### src/rtl/core/hbp_pkg.sv
package hbp_pkg;

  // Table geometry
  localparam int MAX_CODE_LEN = 32;
  localparam int SYMBOLS      = 256;
  localparam int SYM_AW       = (SYMBOLS > 1) ? $clog2(SYMBOLS) : 1;

  // Field widths
  localparam int OP_W   = 2;
  localparam int SYM_W  = 8;
  localparam int LEN_W  = 6;
  localparam int CODE_W = 32;
  localparam int BYTE_W = 8;

  // Pending bit buffer: at most seven bits wait between symbols
  localparam int PEND_MAX   = 7;
  localparam int PEND_CNT_W = 3;

  // Stored length and accumulator widths
  localparam int SLEN_W = $clog2(MAX_CODE_LEN + 1);
  localparam int ACC_W  = PEND_MAX + MAX_CODE_LEN;
  localparam int CNT_W  = $clog2(ACC_W + 1);

  typedef enum logic [OP_W-1:0] {
    OP_LOAD   = 2'd0,
    OP_ENCODE = 2'd1,
    OP_FLUSH  = 2'd2
  } hbp_op_t;

  typedef enum logic [1:0] {
    ST_IDLE,
    ST_LOOKUP,
    ST_EMIT
  } hbp_state_t;

  // Table access from the input side
  typedef struct packed {
    logic              wr_en;
    logic              rd_en;
    logic [SYM_W-1:0]  sym;
    logic [LEN_W-1:0]  len;
    logic [CODE_W-1:0] bits;
  } hbp_tbl_req_t;

  // Table answer, registered, in the cycle after the read; len is zero for an absent code
  typedef struct packed {
    logic [SLEN_W-1:0]       len;
    logic [MAX_CODE_LEN-1:0] bits;
  } hbp_lookup_t;

  // Commands into the packer
  typedef struct packed {
    logic encode;
    logic flush;
  } hbp_cmd_t;

endpackage

### src/rtl/core/hbp_packer.sv
module hbp_packer (
  input  logic                       clk,
  input  logic                       rst_n,
  input  hbp_pkg::hbp_cmd_t          cmd,
  input  hbp_pkg::hbp_lookup_t       rsp,
  output logic                       idle,
  output logic                       out_valid,
  input  logic                       out_ready,
  output logic [hbp_pkg::BYTE_W-1:0] out_byte,
  output logic                       out_last
);
  import hbp_pkg::*;

  localparam int FL_W = PEND_MAX + BYTE_W;
  localparam int SH_W = $clog2(BYTE_W + 1);

  hbp_state_t state_r, state_nxt;

  logic [PEND_MAX-1:0]   pend_r, pend_nxt;
  logic [PEND_CNT_W-1:0] pcnt_r, pcnt_nxt;
  logic [ACC_W-1:0]      acc_r, acc_nxt;
  logic [CNT_W-1:0]      cnt_r, cnt_nxt;
  logic                  out_valid_r, out_valid_nxt;
  logic [BYTE_W-1:0]     out_byte_r, out_byte_nxt;
  logic                  out_last_r, out_last_nxt;

  logic [ACC_W-1:0]      look_acc;
  logic [CNT_W-1:0]      look_cnt;
  logic                  look_emits;
  logic                  out_free;
  logic [CNT_W-1:0]      emit_cnt;
  logic [BYTE_W-1:0]     emit_byte;
  logic                  emit_last;
  logic [PEND_MAX-1:0]   rem_mask;
  logic [BYTE_W-1:0]     flush_byte;

  // Append the looked-up code behind the pending bits
  assign look_acc   = (ACC_W'(pend_r) << rsp.len) | ACC_W'(rsp.bits);
  assign look_cnt   = CNT_W'(pcnt_r) + CNT_W'(rsp.len);
  assign look_emits = (look_cnt >= CNT_W'(BYTE_W));

  // Take the oldest whole byte off the accumulator
  assign out_free  = !out_valid_r || out_ready;
  assign emit_cnt  = cnt_r - CNT_W'(BYTE_W);
  assign emit_byte = BYTE_W'(acc_r >> emit_cnt);
  assign emit_last = (emit_cnt < CNT_W'(BYTE_W));
  assign rem_mask  = ~({PEND_MAX{1'b1}} << emit_cnt[PEND_CNT_W-1:0]);

  // Left-align the pending bits into one zero-padded byte
  assign flush_byte = BYTE_W'(FL_W'(pend_r) << (SH_W'(BYTE_W) - SH_W'(pcnt_r)));

  // Next state
  always_comb begin
    state_nxt = state_r;
    unique case (state_r)
      ST_IDLE: begin
        priority if (cmd.encode) begin
          state_nxt = ST_LOOKUP;
        end else if (cmd.flush) begin
          state_nxt = ST_EMIT;
        end else begin
          state_nxt = ST_IDLE;
        end
      end
      ST_LOOKUP: begin
        state_nxt = look_emits ? ST_EMIT : ST_IDLE;
      end
      ST_EMIT: begin
        if (out_free && emit_last) begin
          state_nxt = ST_IDLE;
        end
      end
      default: begin
        state_nxt = ST_IDLE;
      end
    endcase
  end

  // Datapath and output register
  always_comb begin
    pend_nxt      = pend_r;
    pcnt_nxt      = pcnt_r;
    acc_nxt       = acc_r;
    cnt_nxt       = cnt_r;
    out_valid_nxt = out_valid_r && !out_ready;
    out_byte_nxt  = out_byte_r;
    out_last_nxt  = out_last_r;
    unique case (state_r)
      ST_IDLE: begin
        if (cmd.flush && !cmd.encode) begin
          acc_nxt  = ACC_W'(flush_byte);
          cnt_nxt  = CNT_W'(BYTE_W);
          pend_nxt = '0;
          pcnt_nxt = '0;
        end
      end
      ST_LOOKUP: begin
        acc_nxt = look_acc;
        cnt_nxt = look_cnt;
        if (!look_emits) begin
          pend_nxt = look_acc[PEND_MAX-1:0];
          pcnt_nxt = look_cnt[PEND_CNT_W-1:0];
        end
      end
      ST_EMIT: begin
        if (out_free) begin
          cnt_nxt       = emit_cnt;
          out_valid_nxt = 1'b1;
          out_byte_nxt  = emit_byte;
          out_last_nxt  = emit_last;
          if (emit_last) begin
            pend_nxt = acc_r[PEND_MAX-1:0] & rem_mask;
            pcnt_nxt = emit_cnt[PEND_CNT_W-1:0];
          end
        end
      end
      default: begin
        out_valid_nxt = out_valid_r && !out_ready;
      end
    endcase
  end

  // Control registers
  always_ff @(posedge clk) begin
    if (!rst_n) begin
      state_r     <= ST_IDLE;
      pend_r      <= '0;
      pcnt_r      <= '0;
      out_valid_r <= 1'b0;
    end else begin
      state_r     <= state_nxt;
      pend_r      <= pend_nxt;
      pcnt_r      <= pcnt_nxt;
      out_valid_r <= out_valid_nxt;
    end
  end

  // Payload registers
  always_ff @(posedge clk) begin
    acc_r      <= acc_nxt;
    cnt_r      <= cnt_nxt;
    out_byte_r <= out_byte_nxt;
    out_last_r <= out_last_nxt;
  end

  assign idle      = (state_r == ST_IDLE);
  assign out_valid = out_valid_r;
  assign out_byte  = out_byte_r;
  assign out_last  = out_last_r;

endmodule

### config.mk
export PLATFORM = sky130hd
export DESIGN_NAME = hbp_packer
export DESIGN_NICKNAME = d
export VERILOG_FILES = /design/src/rtl/core/hbp_pkg.sv /design/src/rtl/core/hbp_packer.sv
export SDC_FILE = /design/constraint.sdc
export NUM_CORES = 1
export LEC_CHECK = 0
export BUFFER_PORTS_ARGS = -buffer_cell sky130_fd_sc_hd__clkbuf_2
export CAP_MARGIN = 0
export CORE_ASPECT_RATIO = 2
export CORE_MARGIN = 10
export CORE_UTILIZATION = 62
export CTS_BUF_LIST = sky130_fd_sc_hd__clkbuf_4 sky130_fd_sc_hd__clkbuf_8
export CTS_CLUSTER_DIAMETER = 100
export DETAILED_ROUTE_END_ITERATION = 10
export PLACE_DENSITY_LB_ADDON = 0.15
export SLEW_MARGIN = 10
export SYNTH_ARGS = -nofsm -noshare
export SYNTH_HDL_FRONTEND = slang
export SYNTH_SLANG_ARGS = --single-unit
### constraint.sdc
create_clock -name clk -period 4.6 [get_ports clk]
set_input_delay 0.92 -clock clk [delete_from_list [all_inputs] [get_ports clk]]
set_output_delay 0.92 -clock clk [all_outputs]
set_load 0.1 [all_outputs]
==> results.md <==
* Endpoint, Worst Hold: state_r[0]
* DRC at 0
* Largest area contributor in the netlist: edfxtp_1
* Slowest Stage Delay on Critical Path at 0.61 ns
* CP dominant cell by count: or4_1
* Unique masters post-synth at 58
* # fillers at 678
* Main synth FF type: edfxtp_1
* DR WL/cell at 24.1 um
* Clock Sinks at 67
* Area of the multi-input gates at 0.00336 mm2
* Setup_tns at 0 ns
* Critical Path, Cell by Cell: clkbuf_2, ha_1, fa_1, a21o_1, nor4b_1, or4_1, or4_1, nand3_1
* Final ANT Viol Nets at 0
* CP Class: in2reg
* Clock Latency Late Sink at 0.34 ns
* Crit. End Element: register
* Wirelength, routed at 16,900 um
* Syn avg cell area at 9.79 um2
* Layout cells sized above 1 at 0.233
* Core area at 0.00865 mm2
* CP required at 4.89 ns
* Die Width at 86.4 um
* R2R setup slack at 1.53 ns
* Final Cell Area at 0.00600 mm2
* Number of global-route vias before repair at 5,031
* Final Hold Fails at 0
* Sequential element share of the synthesized area at 0.344
* # port buffers at 53
* CTS Root Cell: clkbuf_8
* Mapped Cells at 558
* Synth Register Bits at 67
* # rows at 48
* Asr flop ratio synth at 0
* Area contributors post-synth: edfxtp_1 30%, mux4_2 16%, mux2i_1 7.0%
* GR Overflow Total at 0
* Routed vias at 4,958
* Crit path arrival time at 3.57 ns
* DRT iter0 DRCs at 448
* Post-Synthesis Cell Area at 0.00547 mm2
* Largest net degree at the start of global routing at 40
* Leakage Power at 2.17 nW
* Hold_sp: state_r[0]
* CTS tree: built
* H-tree levels at 3
* EDFF count, synth at 54
* Post-DP HPWL at 13,400 um
* Max Clk Rate at 304 MHz
* Worst hold path class: reg2reg
* Period utilisation layout at 0.714
* Status: finished clean
* Number of max-cap violations at 0
* Setup bufs post-CTS at 0
* Starting Density at 0.632
* Ports at 54
* Clock slew at reported path FFs at 0.08 ns
* Post-CTS Resized at 0
* Skew final at 0.0106 ns
* Placed Area at 0.00581 mm2
* Yosys top cell area share at 0.297
* Mapped Nets at 612
* Reg-to-reg endpoint: out_byte[7]
* Area delta synth->final at 9.80%
* RR Startpoint: cnt_r[0]
* Number of vias per cell at 7.06
* Max stage delay cell, worst path: or4_1
* Startpoint Class: input pin
* Final #Nets at 651
* N_diodes at 0
* Worst slew pin tran at 1.10 ns
* Final setup vio count at 0
* Die area at 0.0132 mm2
* Fin. max-slew vios at 0
* Slew margin rel. at 0.267
* Syn. warnings at 0
* Register Area at 0.00188 mm2
* Clock buffer count from CTS at 9
* First-pass GRT wire length at 26,800 um
* Max FO, Critical Path at 17
* Period minus WS final at 3.29 ns
* RSZ-0062 raised after global routing: false
* TritonRoute pass-1 iters at 5
* IR Drop Worst-Case VDD at 0.000297 V
* GRT Overall Usage at 0.257
* Hold Buf Count CTS at 0
* Die H at 153 um
* Reg2Reg Depth at 5
* Initial antenna violation count at 0
* Pwr/cell area at 566 mW/mm2
* GPL Wtd Cong at 0.999
* Hold path depth at 2
* CTS Buffer Depth at 2
## cell usage after synthesis (6+ instances only)
library cell,number
inv_1,11
buf_2,7
a31oi_1,6
nor3_1,12
clkbuf_1,27
nand4_1,9
edfxtp_1,54
mux2_2,11
o22ai_1,9
nor2_1,81
ha_1,10
a21oi_1,36
o21a_1,10
o21ai_0,21
dfxtp_1,13
o211ai_1,10
mux2i_1,38
mux4_2,38
nand2_1,51
nor2b_1,7
## worst max-delay path by stage
stage | from | endpoint | slack [ns] | cells past startpoint
finish | rsp[32] | pend_r[2] | 1.31 | 8
global route | rsp[32] | pend_r[2] | 1.19 | 8
CTS | rsp[32] | pend_r[2] | 1.35 | 8
detailed placement | rsp[32] | pend_r[2] | 0.99 | 8
global placement | rsp[32] | pend_r[2] | 1.07 | 8
floorplan | state_r[0] | acc_r[0] | 0.14 | 3
## through the flow
stage / cells / hold WS, ns / util / power, mW / setup WS, ns
2_1_floorplan: 558 / 0.466 / - / 2.43 / 0.138
3_3_place_gp: 686 / 0.485 / 0.672 / 2.86 / 1.07
3_5_place_dp: 686 / 0.500 / 0.672 / 2.90 / 0.993
4_1_cts: 702 / 0.507 / 0.694 / 3.37 / 1.35
5_1_grt: 702 / 0.542 / 0.694 / 3.57 / 1.19
6_report: 702 / 0.511 / 0.694 / 3.40 / 1.31
## state kept, by name, summed over array words and instances (netlist names)
| register | cells |
|---|---|
| acc_r | 39 |
| cnt_r | 6 |
| out_byte | 8 |
| out_last | 1 |
| out_valid | 1 |
| pcnt_r | 3 |
| pend_r | 7 |
| state_r | 2 |
## critical path, delay by kind of cell
kind	cells	cell delay [ns]
buf+inv	1	0.27
simple gates	4	1.44
fa+ha+maj	2	0.74
compound gates	1	0.19
## per-layer routing
| metal | GRT usage | share of wire |
|---|---|---|
| met1 | 0.275 | 0.35 |
| met5 | 0 | 0 |
| met4 | 0.196 | 0.077 |
| met3 | 0.0423 | 0.061 |
| met2 | 0.432 | 0.52 |
## cells by family (layout without fill, tap and decap cells)
logic type      after synthesis  in the layout  share of synthesized area
simple gates                191            191                      0.158
compound gates              140            140                      0.170
mux                          87             87                      0.249
flops                        67             67                      0.344
buf+inv                      56            100                     0.0421
fa+ha+maj                    11             11                     0.0266
xor+xnor                      6              6                    0.00962
## where the power goes
part	internal, mW	switching [mW]
Combinational	0.735	1.18
Clock	0.252	0.217
Sequential	0.845	0.170
Total	1.83	1.57
## cell usage in the layout, fill, tap and decap left out, drive strengths merged, types with 4 or more instances in the layout
master and instances:
a211oi 5, a21oi 36, a221oi 4, a22oi 5, a31oi 6, and2 4
and3 5, buf 16, clkbuf 63, clkinv 8, dfxtp 13, edfxtp 54
ha 10, inv 11, mux2 11, mux2i 38, mux4 38, nand2 51
nand3 5, nand4 9, nor2 81, nor2b 7, nor3 12, o211ai 10
o21a 10, o21ai 21, o21bai 4, o221ai 4, o22ai 9, xor2 4
## layout make-up
type                            instances  area share
Timing Repair Buffer                   69      0.0642
Clock buffer                           10      0.0219
Clock inverter                          6     0.00938
Multi-Input combinational cell        435       0.561
Tap cell                              100      0.0209
Sequential cell                        67       0.314
Inverter                               15     0.00938
Power figures use the tool's default switching activity.
